--- config.mk ---
export PLATFORM = sky130hd
export DESIGN_NAME = linear_interp_resampler_3axis_unit_flat
export DESIGN_NICKNAME = d
export VERILOG_FILES = /design/src/design/lirs_pkg.sv /design/src/design/lirs_if.sv /design/src/design/lirs_axis.sv /design/src/design/linear_interp_resampler_3axis_unit.sv /design/src/flat_wrapper.sv
export SDC_FILE = /design/constraint.sdc
export NUM_CORES = 2
export LEC_CHECK = 0
export ABC_AREA = 1
export BUFFER_PORTS_ARGS = -buffer_cell sky130_fd_sc_hd__buf_4
export CAP_MARGIN = 0
export CELL_PAD_IN_SITES_DETAIL_PLACEMENT = 1
export CELL_PAD_IN_SITES_GLOBAL_PLACEMENT = 2
export CORE_MARGIN = 5
export CORE_UTILIZATION = 36
export DETAILED_ROUTE_END_ITERATION = 8
export GPL_ROUTABILITY_DRIVEN = 0
export MAX_ROUTING_LAYER = met4
export PLACE_DENSITY_LB_ADDON = 0.25
export SETUP_SLACK_MARGIN = 0.1
export SKIP_CTS_REPAIR_TIMING = 1
export SKIP_LAST_GASP = 1
export SLEW_MARGIN = 20
export SYNTH_ARGS = -nofsm -noshare
export SYNTH_HDL_FRONTEND = slang
export SYNTH_HIERARCHICAL = 1
export SYNTH_SLANG_ARGS = --single-unit
--- constraint.sdc ---
create_clock -name clk -period 8.11 [get_ports clk]
set_input_delay 0.4055 -clock clk [delete_from_list [all_inputs] [get_ports clk]]
set_output_delay 0.4055 -clock clk [all_outputs]
set_load 0.05 [all_outputs]
--- src/design/lirs_pkg.sv ---
// shared constants and types for the three-axis linear interpolation resampler
package lirs_pkg;

	localparam int SAMPLE_WIDTH = 16;
	localparam int FRAC_BITS    = 16;
	localparam int NUM_AXES     = 3;
	localparam int STEP_W       = 4 + FRAC_BITS;
	localparam int PHASE_W      = FRAC_BITS + 6;
	localparam int FRAC_W       = FRAC_BITS + 1;

	typedef logic signed [SAMPLE_WIDTH-1:0] sample_t;
	typedef logic [STEP_W-1:0]              step_t;
	typedef logic signed [PHASE_W-1:0]      phase_t;
	typedef logic [FRAC_W-1:0]              frac_t;

	localparam step_t STEP_RESET =
		STEP_W'(((64'd260 << FRAC_BITS) + 64'd122) / 64'd244);
	localparam step_t  STEP_ONE  = STEP_W'(64'd1 << FRAC_BITS);
	localparam phase_t PHASE_ONE = PHASE_W'(64'd1 << FRAC_BITS);
	localparam frac_t  FRAC_ONE  = FRAC_W'(64'd1 << FRAC_BITS);

endpackage

--- src/design/lirs_if.sv ---
// stream interfaces for input samples and resampled output
interface lirs_in_if;
	import lirs_pkg::*;

	logic    valid;
	logic    ready;
	logic    restart;
	sample_t sample_x;
	sample_t sample_y;
	sample_t sample_z;

	modport source (output valid, output restart, output sample_x, output sample_y,
		output sample_z, input ready);
	modport sink (input valid, input restart, input sample_x, input sample_y,
		input sample_z, output ready);
endinterface

interface lirs_out_if;
	import lirs_pkg::*;

	logic    valid;
	logic    ready;
	sample_t out_x;
	sample_t out_y;
	sample_t out_z;

	modport source (output valid, output out_x, output out_y, output out_z, input ready);
	modport sink (input valid, input out_x, input out_y, input out_z, output ready);
endinterface

--- src/design/lirs_axis.sv ---
// per-axis interpolation datapath with half-up rounding
module lirs_axis (
	input  lirs_pkg::sample_t prev,
	input  lirs_pkg::sample_t cur,
	input  lirs_pkg::frac_t   frac,
	input  logic              first,
	output lirs_pkg::sample_t result
);
	import lirs_pkg::*;

	localparam int PROD_W = SAMPLE_WIDTH + FRAC_BITS + 3;
	localparam logic signed [PROD_W-1:0] HALF = PROD_W'(64'd1 << (FRAC_BITS - 1));

	logic signed [SAMPLE_WIDTH:0] diff;
	logic signed [PROD_W-1:0]     prod;
	logic signed [PROD_W-1:0]     rnd;
	logic signed [PROD_W-1:0]     shifted;
	sample_t                      interp;

	assign diff    = $signed({cur[SAMPLE_WIDTH-1], cur}) - $signed({prev[SAMPLE_WIDTH-1], prev});
	assign prod    = PROD_W'(diff) * PROD_W'($signed({1'b0, frac}));
	assign rnd     = prod + HALF;
	assign shifted = rnd >>> FRAC_BITS;
	assign interp  = sample_t'(prev + $signed(shifted[SAMPLE_WIDTH-1:0]));
	assign result  = first ? cur : interp;

endmodule

--- src/design/linear_interp_resampler_3axis_unit.sv ---
// top level of the three-axis linear interpolation resampler
//
// samples: one three-axis signed sample per beat, with a restart flag that
//   makes this sample the first of a new stream
// resampled: zero or one interpolated sample per input beat
// cfg_we/cfg_wdata: write of the Q4.16 step (input periods per output),
//   values below 1.0 act as 1.0; write only while the block is idle
// latency: an input beat accepted at edge n gives its result on resampled
//   from edge n+2 (input register, then the result register)
// throughput: one input beat per cycle; the phase update and three
//   17x17 multiplies sit between the input register and the result register
// the first sample after reset or restart is passed through unchanged
// reset: clears the step to its default (about 26.0/24.4), the phase and the
//   first-sample flag; no result is pending afterward
// stall: while a result waits on resampled the pipe holds, and samples still
//   takes one beat into its input register if that register is empty
module linear_interp_resampler_3axis_unit (
	input  logic                clk,
	input  logic                arst_n,
	lirs_in_if.sink             samples,
	lirs_out_if.source          resampled,
	input  logic                cfg_we,
	input  lirs_pkg::step_t     cfg_wdata
);
	import lirs_pkg::*;

	localparam phase_t PHASE_MIN = -PHASE_ONE;

	step_t   step_q;
	logic    valid_s1;
	logic    restart_s1;
	sample_t samp_s1 [NUM_AXES];
	sample_t curr_q [NUM_AXES];
	phase_t  phase_q;
	logic    seen_q;
	logic    out_valid_q;
	sample_t out_q [NUM_AXES];

	logic    adv;
	logic    go;
	logic    first;
	logic    fire;
	step_t   eff_step;
	phase_t  step_ext;
	phase_t  phase_m;
	phase_t  phase_next;
	frac_t   frac;
	sample_t res [NUM_AXES];

	assign adv           = !out_valid_q || resampled.ready;
	assign samples.ready = !valid_s1 || adv;
	assign go            = valid_s1 && adv;

	assign first    = restart_s1 || !seen_q;
	assign eff_step = (step_q < STEP_ONE) ? STEP_ONE : step_q;
	assign step_ext = $signed(PHASE_W'(eff_step));
	assign phase_m  = phase_q - PHASE_ONE;
	assign fire     = first || (phase_m <= 0);

	always_comb begin
		if (phase_q < 0) begin
			frac = '0;
		end else if (phase_q > PHASE_ONE) begin
			frac = FRAC_ONE;
		end else begin
			frac = phase_q[FRAC_W-1:0];
		end
		if (first) begin
			phase_next = step_ext;
		end else if (fire) begin
			phase_next = phase_m + step_ext;
		end else begin
			phase_next = phase_m;
		end
	end

	for (genvar a = 0; a < NUM_AXES; a++) begin : g_axis
		lirs_axis u_axis (
			.prev   (curr_q[a]),
			.cur    (samp_s1[a]),
			.frac   (frac),
			.first  (first),
			.result (res[a])
		);
	end

	always_ff @(posedge clk or negedge arst_n) begin
		if (!arst_n) begin
			step_q      <= STEP_RESET;
			valid_s1    <= 1'b0;
			seen_q      <= 1'b0;
			phase_q     <= '0;
			out_valid_q <= 1'b0;
		end else begin
			if (cfg_we) begin
				step_q <= cfg_wdata;
			end
			if (samples.ready) begin
				valid_s1 <= samples.valid;
			end
			if (adv) begin
				out_valid_q <= go && fire;
			end
			if (go) begin
				seen_q  <= 1'b1;
				phase_q <= phase_next;
			end
		end
	end

	// payload registers
	always_ff @(posedge clk) begin
		if (samples.valid && samples.ready) begin
			restart_s1 <= samples.restart;
			samp_s1[0] <= samples.sample_x;
			samp_s1[1] <= samples.sample_y;
			samp_s1[2] <= samples.sample_z;
		end
		if (go) begin
			for (int a = 0; a < NUM_AXES; a++) begin
				curr_q[a] <= samp_s1[a];
			end
		end
		if (go && fire) begin
			for (int a = 0; a < NUM_AXES; a++) begin
				out_q[a] <= res[a];
			end
		end
	end

	assign resampled.valid = out_valid_q;
	assign resampled.out_x = out_q[0];
	assign resampled.out_y = out_q[1];
	assign resampled.out_z = out_q[2];

	// a first sample always yields a result
	a_first_out: assert property (@(posedge clk) disable iff (!arst_n)
		go && first |=> out_valid_q)
		else $error("first sample gave no result");

	// restart forces a result on the next edge
	a_restart_out: assert property (@(posedge clk) disable iff (!arst_n)
		go && restart_s1 |=> out_valid_q)
		else $error("restart sample gave no result");

	// phase stays above minus one sample once running
	a_phase_range: assert property (@(posedge clk) disable iff (!arst_n)
		seen_q |-> phase_q > PHASE_MIN)
		else $error("phase out of range");

	// no result appears without a sample in the input register
	a_no_invent: assert property (@(posedge clk) disable iff (!arst_n)
		adv && !valid_s1 |=> !out_valid_q)
		else $error("result without input");

endmodule
--- src/flat_wrapper.sv ---
// flat-port wrapper written by rule: the top's interface ports become plain ports
module linear_interp_resampler_3axis_unit_flat import lirs_pkg::*;
  (clk, arst_n, cfg_we, cfg_wdata, samples_valid, samples_restart, samples_sample_x, samples_sample_y, samples_sample_z, samples_ready, resampled_valid, resampled_out_x, resampled_out_y, resampled_out_z, resampled_ready);
  lirs_in_if samples_i ();
  lirs_out_if resampled_i ();
  input  logic clk;
  input  logic arst_n;
  input  logic cfg_we;
  input  lirs_pkg::step_t cfg_wdata;
  input wire logic [$bits(samples_i.valid)-1:0] samples_valid;
  input wire logic [$bits(samples_i.restart)-1:0] samples_restart;
  input wire logic [$bits(samples_i.sample_x)-1:0] samples_sample_x;
  input wire logic [$bits(samples_i.sample_y)-1:0] samples_sample_y;
  input wire logic [$bits(samples_i.sample_z)-1:0] samples_sample_z;
  output wire logic [$bits(samples_i.ready)-1:0] samples_ready;
  output wire logic [$bits(resampled_i.valid)-1:0] resampled_valid;
  output wire logic [$bits(resampled_i.out_x)-1:0] resampled_out_x;
  output wire logic [$bits(resampled_i.out_y)-1:0] resampled_out_y;
  output wire logic [$bits(resampled_i.out_z)-1:0] resampled_out_z;
  input wire logic [$bits(resampled_i.ready)-1:0] resampled_ready;
  assign samples_i.valid = samples_valid;
  assign samples_i.restart = samples_restart;
  assign samples_i.sample_x = samples_sample_x;
  assign samples_i.sample_y = samples_sample_y;
  assign samples_i.sample_z = samples_sample_z;
  assign samples_ready = samples_i.ready;
  assign resampled_valid = resampled_i.valid;
  assign resampled_out_x = resampled_i.out_x;
  assign resampled_out_y = resampled_i.out_y;
  assign resampled_out_z = resampled_i.out_z;
  assign resampled_i.ready = resampled_ready;
  linear_interp_resampler_3axis_unit u_core (.clk(clk), .arst_n(arst_n), .samples(samples_i), .resampled(resampled_i), .cfg_we(cfg_we), .cfg_wdata(cfg_wdata));
endmodule
==> results.yml <==
die:
  dieHeight_microns: 350
  core_area_sq_um: 115000
  die_width_microns: 350
  initial_utilization: 0.363
  num_io_pins: 124
  design.die.area_sq_um: 122000
  num_rows: 124
logic_synthesis:
  yosys.area.top_type: "fa_1"
  synthArstFlopShare: 0.237
  synth.distinct_cells: 70
  syn_area_sq_um: 41500
  synth_edf_count: 145
  synthesis.nets: 6436
  synth-seq-area-share: 0.132
  synth_top_area_frac: 0.327
  yosys-top-cells-area: "fa_1 (33%), ha_1 (13%), inv_1 (12%)"
  synth_ff_type: "edfxtp_1"
  ys_seq_elements: 190
  syn_inst: 5246
  synth_warnings: 6
  synth.avg_cell_area_sq_um: 7.91
sta:
  setup_ws_ns: -0.686
  relSlewSlack: 0.337
  tightest_slew_ns: 0.987
  period_share: 1.08
  hold_violations: 0
  maxSlewViolCount: 0
  finalSetupViolCount: 32
  finClkSkew_ns: 0.0154
  finalCriticalPeriod_ns: 8.80
  max_freq_mhz: 114
  rsz0062_at_grt: "yes"
global_routing:
  grt_pass1_vias: 40800
  track_usage: 0.236
  grt_max_degree: 66
  antenna_found_initial: 1
  grt_pass1_wl_mm: 219
  overflow: 0
route:
  wl_per_cell_microns: 18.6
  avgViaCountPerCell: 4.81
  wl_mm: 146
  drt-initial-drc-count: 1509
  drc: 0
  dr.pass1.iters: 5
  vias: 37500
  ant_nets: 0
layout:
  diodes: 0
  syn_to_final_growth_pct: 34.8
  mostFrequentLayoutCell: "inv_1"
  finish.net_count: 7472
  design_area_sq_um: 56000
  drive_above_1_share: 0.292
  layout_common_cells: "inv_1 (1200), nand2_1 (1037), buf_4 (980), fa_1 (664), nor2_1 (490)"
critical_path:
  slowest_delay_ns: 0.57
  reg2reg_from: "u_core/phase_q[3]"
  critical_path_class: "reg -> reg"
  start_kind: "register"
  crit_arrival_ns: 9.09
  crit_required_ns: 8.40
  critPathLaunch: "u_core/phase_q[3]"
  critPathSlowestCell: "fa_1"
  crit_fanout: 8
  end_kind: "register"
clock_network:
  clock_path_buffers: 2
  cts-root-buf: "clkbuf_16"
  cts_tree: "done"
  clk_pin_slew_ns: 0.09
  cts_buffers: 17
  htreeDepth: 4
  insertion_delay_ns: 0.54
  cts.sinks: 190
placed_design:
  postPlaceCellArea_sq_um: 50800
  port_buffers: 123
  hpwl_mm: 120
run_status:
  violations: "negative setup slack"
  outcome: "complete, but fails checks"
min_path:
  hold_start: "samples_sample_z[0]"
  worst_hold_path_type: "in -> reg"
flow_run:
  drv_cap: 0
cell usage after synthesis (all sizes together), types with 8 or more instances:
library cell  count
or2              40
nand2          1165
xor2             52
inv            1302
nand3           144
clkinv           13
fa              679
ha              437
nor2            575
nand3b           11
o21ai           117
nor3             28
clkbuf           87
xnor2            36
dfrtp            39
nand4            16
a31oi            15
a21o              8
edfxtp          145
o21bai           20
buf              27
a21oi           232
worst paths after layout:
check,endpoint,slack (ns),cells after the start
worst max-delay path,u_core/out_q[0][31],-0.69,47
worst min-delay path,u_core/samp_s1[0][32],0.04,1
worst max register to register,u_core/out_q[0][31],-0.69,47
worst min register to register,u_core/curr_q[0][16],0.46,0
max in group asynchronous,u_core/phase_q[1],7.26,2
min in group asynchronous,u_core/phase_q[16],0.43,2
cell families (layout without fill, tap and decap cells):
logic type,after synthesis,count (layout),synth area share
muxes,4,4,0.00108
buffers and inverters,1429,2478,0.131
adders and majority gates,1116,1116,0.459
and+or+nand+nor,1994,1994,0.197
AOI/OAI and AO/OA,425,425,0.0592
xor gates and xnor gates,88,88,0.0203
DFF,190,190,0.132
state kept, by name (all words and copies together), names as in the netlist:
| register | cells |
|---|---|
| u_core/curr_q | 48 |
| u_core/step_q | 20 |
| u_core/phase_q | 22 |
| u_core/resampled.valid | 1 |
| u_core/out_q | 48 |
| u_core/restart_s1 | 1 |
| u_core/seen_q | 1 |
| u_core/samp_s1 | 48 |
| u_core/valid_s1 | 1 |
worst max-delay path, delay by kind of cell, from the launching register on:
| family | cells | cell delay (ns) |
|---|---|---|
| fa+ha+maj | 8 | 3.71 |
| simple gates | 18 | 2.15 |
| buf+inv | 15 | 1.30 |
| compound gates | 5 | 0.82 |
| flops | 1 | 0.38 |
| xor+xnor | 1 | 0.20 |
layer usage:
layer	vias up	GRT usage	routed length [microns]
met3	156	0.0171	4050
met5	-	-	0
li1	17800	-	-
met4	0	0.0634	3800
met1	19100	0.288	60800
met2	484	0.423	76900
through the flow:
step	hold WS, ns	setup WS [ns]	TNS (ns)	utilization	cells
finish	0.0389	-0.686	-12.28	0.489	7807
global route	0.00494	-1.20	-24.86	0.489	7807
floorplan	0.110	0.0560	0	-	5246
global placement	0.434	-0.764	-15.37	0.444	7615
detailed placement	0.437	-0.892	-18.65	0.444	7615
CTS	-0.146	-0.950	-21.06	0.449	7647
final cells by class:
class / instances / area [sq um]
fillers: 13700 / 58500
multi-input cells: 3627 / 33400
repair buffers: 1131 / 9650
flip-flops and latches: 190 / 5490
inverters: 1315 / 5010
well taps: 1512 / 1890
clock buffers: 17 / 425
clock inverters: 15 / 154
Power is left out: the tool's default activity adds up to more than one toggle a clock period on the data nets, which glitch-free logic cannot reach.
